==> src/design/bhsh_pkg.sv <==
// Package: shared constants, types and functions of the box hit source histogram.
`default_nettype none
package bhsh_pkg;

  // Block dimensions
  localparam int SENSORS     = 4;
  localparam int SOURCES     = 256;
  localparam int NUM_CENTERS = 4;
  localparam int COORD_W     = 21;
  localparam int CFG_W       = 3 * COORD_W;
  localparam int ID_W        = 24;
  localparam int FUNC_W      = 2;
  localparam int SEL_W       = 2;
  localparam int SRC_W       = 8;
  localparam int CNT_W       = 32;
  localparam int USED_W      = 3;
  localparam int CFG_IDX_W   = 3;
  localparam int ROW_W       = (SOURCES > 1) ? $clog2(SOURCES) : 1;
  localparam int ROW_DATA_W  = SENSORS * CNT_W;

  // Identifier to bin: id / 10000 = (id >> 4) / 625, done as a reciprocal
  // multiply that is exact for every 20-bit quotient input.
  localparam int              DIV_PRE   = 4;
  localparam int              DIV_IN_W  = ID_W - DIV_PRE;
  localparam int              DIV_SHIFT = 29;
  localparam logic [19:0]     DIV_MUL   = 20'd858994;
  localparam int              PROD_W    = DIV_IN_W + 20;
  localparam int              Q_W       = PROD_W - DIV_SHIFT;

  localparam logic [CNT_W-1:0]  CNT_MAX    = {CNT_W{1'b1}};
  localparam logic [USED_W-1:0] USED_RESET = USED_W'(4);

  // Function codes
  typedef enum logic [FUNC_W-1:0] {
    FN_ADD    = 2'd0,
    FN_RD_BIN = 2'd1,
    FN_RD_TOT = 2'd2,
    FN_NONE   = 2'd3
  } func_t;

  // Register indexes
  localparam logic [CFG_IDX_W-1:0] REG_CENTER_0     = 3'd0;
  localparam logic [CFG_IDX_W-1:0] REG_CENTER_1     = 3'd1;
  localparam logic [CFG_IDX_W-1:0] REG_CENTER_2     = 3'd2;
  localparam logic [CFG_IDX_W-1:0] REG_CENTER_3     = 3'd3;
  localparam logic [CFG_IDX_W-1:0] REG_BOX_SIZE     = 3'd4;
  localparam logic [CFG_IDX_W-1:0] REG_SENSORS_USED = 3'd5;

  // Configuration as seen by the datapath
  typedef struct packed {
    logic [NUM_CENTERS-1:0][CFG_W-1:0] center;
    logic [CFG_W-1:0]                  box_size;
    logic [USED_W-1:0]                 sensors_used;
  } cfg_t;

  // One input item
  typedef struct packed {
    func_t                      func;
    logic signed [COORD_W-1:0]  pos_x;
    logic signed [COORD_W-1:0]  pos_y;
    logic signed [COORD_W-1:0]  pos_z;
    logic [ID_W-1:0]            particle_id;
    logic [SEL_W-1:0]           sensor_sel;
    logic [SRC_W-1:0]           source_sel;
  } item_t;

  // Classified item handed to the update stage
  typedef struct packed {
    func_t              func;
    logic [SENSORS-1:0] hit;
    logic               id_valid;
    logic [SRC_W-1:0]   src_index;
    logic [ROW_W-1:0]   row;
    logic [SEL_W-1:0]   sensor_sel;
    logic [SRC_W-1:0]   source_sel;
  } cls_t;

  // Saturating increment of a count
  function automatic logic [CNT_W-1:0] sat_inc(input logic [CNT_W-1:0] v);
    sat_inc = (v == CNT_MAX) ? v : v + CNT_W'(1);
  endfunction

endpackage
`default_nettype wire

==> src/design/bhsh_classify.sv <==
// Item classifier: maps the identifier to a source bin and tests the sensor boxes.
`default_nettype none
module bhsh_classify
  import bhsh_pkg::*;
(
  input  wire logic  clk,
  input  wire logic  load,
  input  wire logic  map_en,
  input  wire item_t item,
  input  wire cfg_t  cfg,
  output cls_t       cls
);

  item_t              item_r;
  logic [Q_W-1:0]     q_r;
  logic [Q_W-1:0]     q_nxt;
  logic [SENSORS-1:0] hit_raw_r;
  logic [SENSORS-1:0] hit_raw_nxt;
  logic [PROD_W-1:0]  prod;
  logic               id_valid;
  logic [Q_W-1:0]     bin;

  // Hold the accepted item
  always_ff @(posedge clk) begin
    if (load) begin
      item_r <= item;
    end
  end

  // Divide the identifier by 10000 through a reciprocal multiply
  assign prod  = PROD_W'(item_r.particle_id[ID_W-1:DIV_PRE]) * PROD_W'(DIV_MUL);
  assign q_nxt = prod[PROD_W-1:DIV_SHIFT];

  // Test each enabled box on all three axes: -s <= 2*(p - c) <= s
  always_comb begin
    logic signed [COORD_W-1:0] p [3];
    logic signed [COORD_W-1:0] c;
    logic signed [COORD_W+2:0] d;
    logic signed [COORD_W+2:0] s;
    logic                      in_box;
    p[0] = item_r.pos_x;
    p[1] = item_r.pos_y;
    p[2] = item_r.pos_z;
    for (int i = 0; i < SENSORS; i++) begin
      in_box = (i < NUM_CENTERS) && (i < int'(cfg.sensors_used));
      for (int k = 0; k < 3; k++) begin
        c = (i < NUM_CENTERS) ? cfg.center[i % NUM_CENTERS][k*COORD_W +: COORD_W] : '0;
        s = $signed({3'b000, cfg.box_size[k*COORD_W +: COORD_W]});
        d = ((COORD_W+3)'(p[k]) - (COORD_W+3)'(c)) <<< 1;
        if (!((d >= -s) && (d <= s))) begin
          in_box = 1'b0;
        end
      end
      hit_raw_nxt[i] = in_box;
    end
  end

  // Register the quotient and raw hits
  always_ff @(posedge clk) begin
    if (map_en) begin
      q_r       <= q_nxt;
      hit_raw_r <= hit_raw_nxt;
    end
  end

  // Bin is quotient minus one; valid only inside the source range
  assign id_valid = (q_r != '0) && (int'(q_r) <= SOURCES);
  assign bin      = q_r - Q_W'(1);

  always_comb begin
    cls.func       = item_r.func;
    cls.id_valid   = (item_r.func == FN_ADD) && id_valid;
    cls.hit        = hit_raw_r & {SENSORS{cls.id_valid}};
    cls.src_index  = cls.id_valid ? SRC_W'(bin) : '0;
    cls.row        = ROW_W'(bin);
    cls.sensor_sel = item_r.sensor_sel;
    cls.source_sel = item_r.source_sel;
  end

endmodule
`default_nettype wire

==> config.mk <==
export PLATFORM = sky130hd
export DESIGN_NAME = bhsh_classify
export DESIGN_NICKNAME = d
export VERILOG_FILES = /design/src/design/bhsh_pkg.sv /design/src/design/bhsh_classify.sv
export SDC_FILE = /design/constraint.sdc
export NUM_CORES = 2
export LEC_CHECK = 0
export BUFFER_PORTS_ARGS = -buffer_cell sky130_fd_sc_hd__buf_4
export CORE_UTILIZATION = 45
export DETAILED_ROUTE_END_ITERATION = 10
export PLACE_DENSITY_LB_ADDON = 0.15
export SLEW_MARGIN = 40
export SYNTH_ARGS = -nofsm -noshare
export SYNTH_HDL_FRONTEND = slang
export SYNTH_SLANG_ARGS = --single-unit
==> constraint.sdc <==
create_clock -name clk -period 7.2 [get_ports clk]
set_input_delay 0.72 -clock clk [delete_from_list [all_inputs] [get_ports clk]]
set_output_delay 0.72 -clock clk [all_outputs]
set_load 0.005 [all_outputs]
* Word-level counts from Yosys, hierarchy flattened
Index checks and enable logic that the tools add are counted.
** Storage, ports and cells
- Bits in registers :: 114
- Output and inout bits :: 33
- Input bits :: 420
- Word-level logic and storage cells :: 80
** Cells by class
- Bitwise operators :: 1
- Order comparisons :: 29
- $mul :: 1
- Reduce and logical (&&, ||, !) cells :: 20
- Mux-type cells :: 1
- Add/subtract/negate cells :: 16
** Operators with widths (number)
- greater-or-equal comparator 23 x 24 -> 1 bit :: 12
- less-or-equal comparator 23 x 22 -> 1 bit :: 12
- subtractor 21 x 21 -> 22 bit :: 12
- negator 21 -> 24 bit :: 3
- multiplier 20 x 19 -> 39 bit (second input constant) :: 1
- logical AND 1 bit :: 14
- AND reduction 3 bit :: 4
- less-or-equal comparator 11 x 9 -> 1 bit (second input constant) :: 1
- nonzero test 11 bit :: 1
- 2-to-1 mux 8 bit :: 1
- subtractor 8 x 1 -> 8 bit (second input constant) :: 1
- less-than comparator 1 x 3 -> 1 bit (first input constant) :: 2
- less-than comparator 2 x 3 -> 1 bit (first input constant) :: 2
- AND 4 bit :: 1
- logical NOT 2 bit :: 1

* Logic depth before layout (Yosys ltp)
- Word-level depth :: 4
- Gate-level depth with buffers :: 24
- Mapped depth without buffers :: 24

* Worst setup path before layout
Ideal clock, no wire load.
- Kind :: reg2reg
- Start :: reg item_r[25] (netlist name)
- End :: reg q_r[10] (data pin)
- Library setup time :: 0.260 ns
- Period minus slack after synthesis :: 5.964 ns
- Slack :: 1.236 ns
- Path buffers :: 0
- Arrival time :: 5.704 ns
- Stages on the path, launching flop included :: 22
- Data required time :: 6.940 ns
- Path through :: edfxtp_1 -> ha_1 -> fa_1 -> inv_1 -> fa_1 -> inv_1 -> fa_1 -> fa_1 -> inv_1 -> fa_1 -> inv_1 -> ha_1 -> a21oi_1 -> a21oi_1 -> o31a_1 -> a311oi_2 -> a31oi_1 -> o211a_1 -> a311o_1 -> a21oi_2 -> o21bai_1 -> xnor2_1
** Between the ends
- Longest elaborated chain between the ends :: 1
** Ends and longest elaborated chain
- from (decl) :: line bhsh_classify.sv:14 : item_t item_r;
- from (signal assigned) :: line bhsh_classify.sv:26 : item_r <= item;
- multiplier 20 x 19 -> 39 bit :: line bhsh_classify.sv:31 : assign prod = PROD_W'(item_r.particle_id[ID_W-1:DIV_PRE]) * PROD_W'(DIV_MUL);
- named net prod[39] :: line bhsh_classify.sv:19 : logic [PROD_W-1:0] prod;
- to (signal assigned) :: line bhsh_classify.sv:61 : q_r <= q_nxt;
- to (decl) :: line bhsh_classify.sv:15 : logic [Q_W-1:0] q_r;
The timed path passes the listed nets, and every way through them passes these cells.
A chain may end at the register's enable or synchronous reset.

* Worst setup path in the final report
- Start :: reg item_r[21] (netlist name)
- End :: reg q_r[10] (data pin)
Same word-level chain as after synthesis.

==> load_flow_metrics.sql <==
INSERT INTO impl_metrics (metric_group, metric, value, unit) VALUES
('critical_path', 'worst_setup_path_endpoint', 'q_r[10]$_DFFE_PP_', ''),
('global_route', 'grt_pass1_vias', '30500', ''),
('critical_path', 'cp.depth', '21', ''),
('floorplanning', 'fp.dieArea', '77900', 'um^2'),
('pwr', 'p_seq_frac', '0.101', ''),
('yosys', 'avg_synthesized_cell_area', '8.31', 'um^2'),
('critical_path', 'criticalPathCategory', 'flop to flop', ''),
('yosys', 'synth.net_count', '5654', ''),
('critical_path', 'worst-r2r-cell-count', '21', ''),
('routing', 'route.detailed.wl_per_inst', '19.7', 'um'),
('pwr', 'final_power', '9.53', 'mW'),
('pwr', 'combinationalPowerShare', '0.832', ''),
('final_layout', 'areaGrowthSynthToFinish', '14.2', '%'),
('clocking', 'max-clock-path-buffers', '2', ''),
('pwr', 'netSwitchingFraction', '0.524', ''),
('yosys', 'synth_top_flop_cell', 'sky130_fd_sc_hd__edfxtp_1', ''),
('placement', 'port_buffer_count', '448', ''),
('critical_path', 'critical_path_arrival', '6.64', 'ns'),
('timing', 'setup_repair_after_global_routing_missed_its_margin', 'false', ''),
('pwr', 'power_leakage', '20.7', 'nW'),
('timing', 'worst_slack', '0.733', 'ns'),
('global_route', 'gr-total-overflow', '0', ''),
('routing', 'drt_iter0_markers', '2001', ''),
('critical_path', 'worst_path_most_repeated_cell', 'sky130_fd_sc_hd__fa_1', ''),
('critical_path', 'critical_path.n_buffers_inverters', '4', ''),
('clocking', 'cts_tree', 'yes', ''),
('timing', 'timing.hold.ws', '0.447', 'ns'),
('timing', 'period_minus_slack', '6.47', 'ns'),
('placement', 'detailed_place.area', '39100', 'um^2'),
('clocking', 'cts_hold_buf', '0', ''),
('final_layout', 'layout-drive-gt1-share', '0.112', ''),
('yosys', 'synth-seq-area-share', '0.0956', ''),
('pwr', 'p_per_area', '241', 'nW/um^2'),
('yosys', 'count_of_flip_flops_with_a_built_in_enable_after_synthesis', '110', ''),
('yosys', 'postSynth.asyncResetShare', '0', ''),
('routing', 'viasPerCell', '5.53', ''),
('floorplanning', 'core-area', '75900', 'um^2'),
('yosys', 'synth-warning-count', '0', ''),
('critical_path', 'destination_of_the_worst_register_to_register_timing_path', 'q_r[10]$_DFFE_PP_', ''),
('final_layout', 'summed_area_of_non_filler_cells_in_the_final_layout', '39500', 'um^2'),
('critical_path', 'worstSetupStartpointType', 'flop', ''),
('pwr', 'power.ir.vdd_worst', '0.000302', 'V'),
('hold_path', 'worstHoldPathType', 'input pin to flop', ''),
('timing', 'timing.final.crit_share', '0.898', ''),
('floorplanning', 'top_level_ports', '453', ''),
('critical_path', 'setup.reg_to_reg.worst_slack', '0.73', 'ns'),
('global_route', 'grt_pass1_wl', '171', 'mm'),
('global_route', 'pin_count_of_the_biggest_net_entering_global_routing', '52', ''),
('yosys', 'synth.cell_area', '34600', 'um^2'),
('placement', 'place.detailed.hpwl', '97.3', 'mm'),
('critical_path', 'setup.worst_path.start', 'item_r[21]$_DFFE_PP_', ''),
('clocking', 'ctsRootBufferMaster', 'sky130_fd_sc_hd__clkbuf_16', ''),
('routing', 'drc', '0', ''),
('critical_path', 'worst_setup_end_kind', 'flop', ''),
('final_layout', 'multi_input_comb_area', '28500', 'um^2'),
('clocking', 'post_cts_resized', '0', ''),
('floorplanning', 'std_cell_rows', '101', ''),
('critical_path', 'critical-path-top-delay-family', 'adder cells', ''),
('flow_run', 'drv_cap', '0', ''),
('timing', 'setup_viol', '0', ''),
('status', 'outcome', 'completed', ''),
('critical_path', 'reg2reg_from', 'item_r[21]$_DFFE_PP_', ''),
('clocking', 'cts.clk_slew.worst_paths', '0.12', 'ns'),
('global_route', 'antenna_found_initial', '9', ''),
('routing', 'num_vias', '31200', ''),
('timing', 'timing.final.hold_violations', '0', ''),
('critical_path', 'timing.critical_path.required', '7.38', 'ns'),
('final_layout', 'num-fill-cells', '7488', ''),
('global_route', 'grtUsageTotal', '0.282', ''),
('clocking', 'worstSkewPairLatency', '0.44', 'ns'),
('routing', 'drt-total-wl', '111', 'mm');
kinds of logic after synthesis:
family	synth area share
fa+ha+maj	0.420
compound gates	0.189
simple gates	0.142
buf+inv	0.0796
xor+xnor	0.0730
flops	0.0956
mux	0.000615
power groups by stage:
stage	Clock, mW	Sequential [mW]	Combinational [mW]
final	0.642	0.959	7.93
after global routing	0.673	0.970	9.11
after CTS	0.665	0.959	7.96
after detailed placement	0	0.973	7.88
after global placement	0	0.973	7.76
after floorplan	0	0.934	5.68
flip-flops by register name, indices dropped and copies added (netlist names):
name and cells:
cls 12, hit_raw_r 4, item_r 83, q_r 11
metal layers:
layer | wire (um) | GRT usage | part of all wire | vias to the layer above
met3 | 5570 | 0.0312 | 0.050 | 99
met5 | 41 | 0 | 0.00037 | -
met2 | 51500 | 0.474 | 0.46 | 846
li1 | - | - | - | 15700
met1 | 51900 | 0.385 | 0.47 | 14500
met4 | 2210 | 0.0644 | 0.020 | 6
how the worst min path moves through the flow:
stage               slack [ns]  startpoint                   end
finish                    0.45    item[59]  item_r[59]$_DFFE_PP_
global route              0.43    item[20]  item_r[20]$_DFFE_PP_
CTS                       0.42    item[81]  item_r[81]$_DFFE_PP_
detailed placement        0.90    item[98]     cls[32]$_DFFE_PP_
global placement          0.90     item[2]      cls[2]$_DFFE_PP_
floorplan                 0.82     item[0]      cls[0]$_DFFE_PP_
layout by cell type (no fill, tap or decap), types with 24 or more instances in the layout:
| master | Yosys | final |
|---|---|---|
| sky130_fd_sc_hd__nor4_1 | 36 | 34 |
| sky130_fd_sc_hd__a21oi_1 | 307 | 307 |
| sky130_fd_sc_hd__buf_4 | 12 | 455 |
| sky130_fd_sc_hd__o21ai_0 | 175 | 175 |
| sky130_fd_sc_hd__ha_1 | 923 | 923 |
| sky130_fd_sc_hd__xnor2_1 | 229 | 229 |
| sky130_fd_sc_hd__xor2_1 | 59 | 59 |
| sky130_fd_sc_hd__a21o_1 | 173 | 173 |
| sky130_fd_sc_hd__nand3_1 | 69 | 69 |
| sky130_fd_sc_hd__nor2_1 | 243 | 243 |
| sky130_fd_sc_hd__inv_1 | 692 | 692 |
| sky130_fd_sc_hd__nand2b_1 | 58 | 58 |
| sky130_fd_sc_hd__or3_1 | 24 | 24 |
| sky130_fd_sc_hd__o21a_1 | 87 | 87 |
| sky130_fd_sc_hd__a211oi_1 | 25 | 25 |
| sky130_fd_sc_hd__and3_1 | 36 | 36 |
| sky130_fd_sc_hd__nor2b_1 | 88 | 88 |
| sky130_fd_sc_hd__nand4_1 | 110 | 110 |
| sky130_fd_sc_hd__nor3_1 | 72 | 72 |
| sky130_fd_sc_hd__edfxtp_1 | 110 | 110 |
| sky130_fd_sc_hd__fa_1 | 149 | 149 |
| sky130_fd_sc_hd__nand2_1 | 159 | 159 |
worst register-to-register path: cells and delay by family (launching register included):
| kind | cells | cell delay (ns) |
|---|---|---|
| XOR/XNOR | 1 | 0.09 |
| adder cells (fa/ha/maj) | 7 | 3.42 |
| buffers and inverters | 4 | 0.24 |
| flip-flops | 1 | 0.53 |
| AND/OR/NAND/NOR | 3 | 0.75 |
| AO/OA/AOI/OAI | 6 | 1.19 |
cell type report:
type,instances,area share
inverter,694,0.0660
clock inverter,7,0.00257
multi-input combinational,3332,0.723
antenna,5,0.000317
tap,1030,0.0326
sequential,110,0.0837
timing repair buffer,455,0.0865
clock buffer,9,0.00570
through the flow:
step | util | cells
global placement | 0.515 | 5621
finish | 0.520 | 5642
detailed placement | 0.515 | 5621
global route | 0.520 | 5639
CTS | 0.520 | 5637
floorplan | - | 4162
Note: power is estimated with default switching activity, not from simulation.
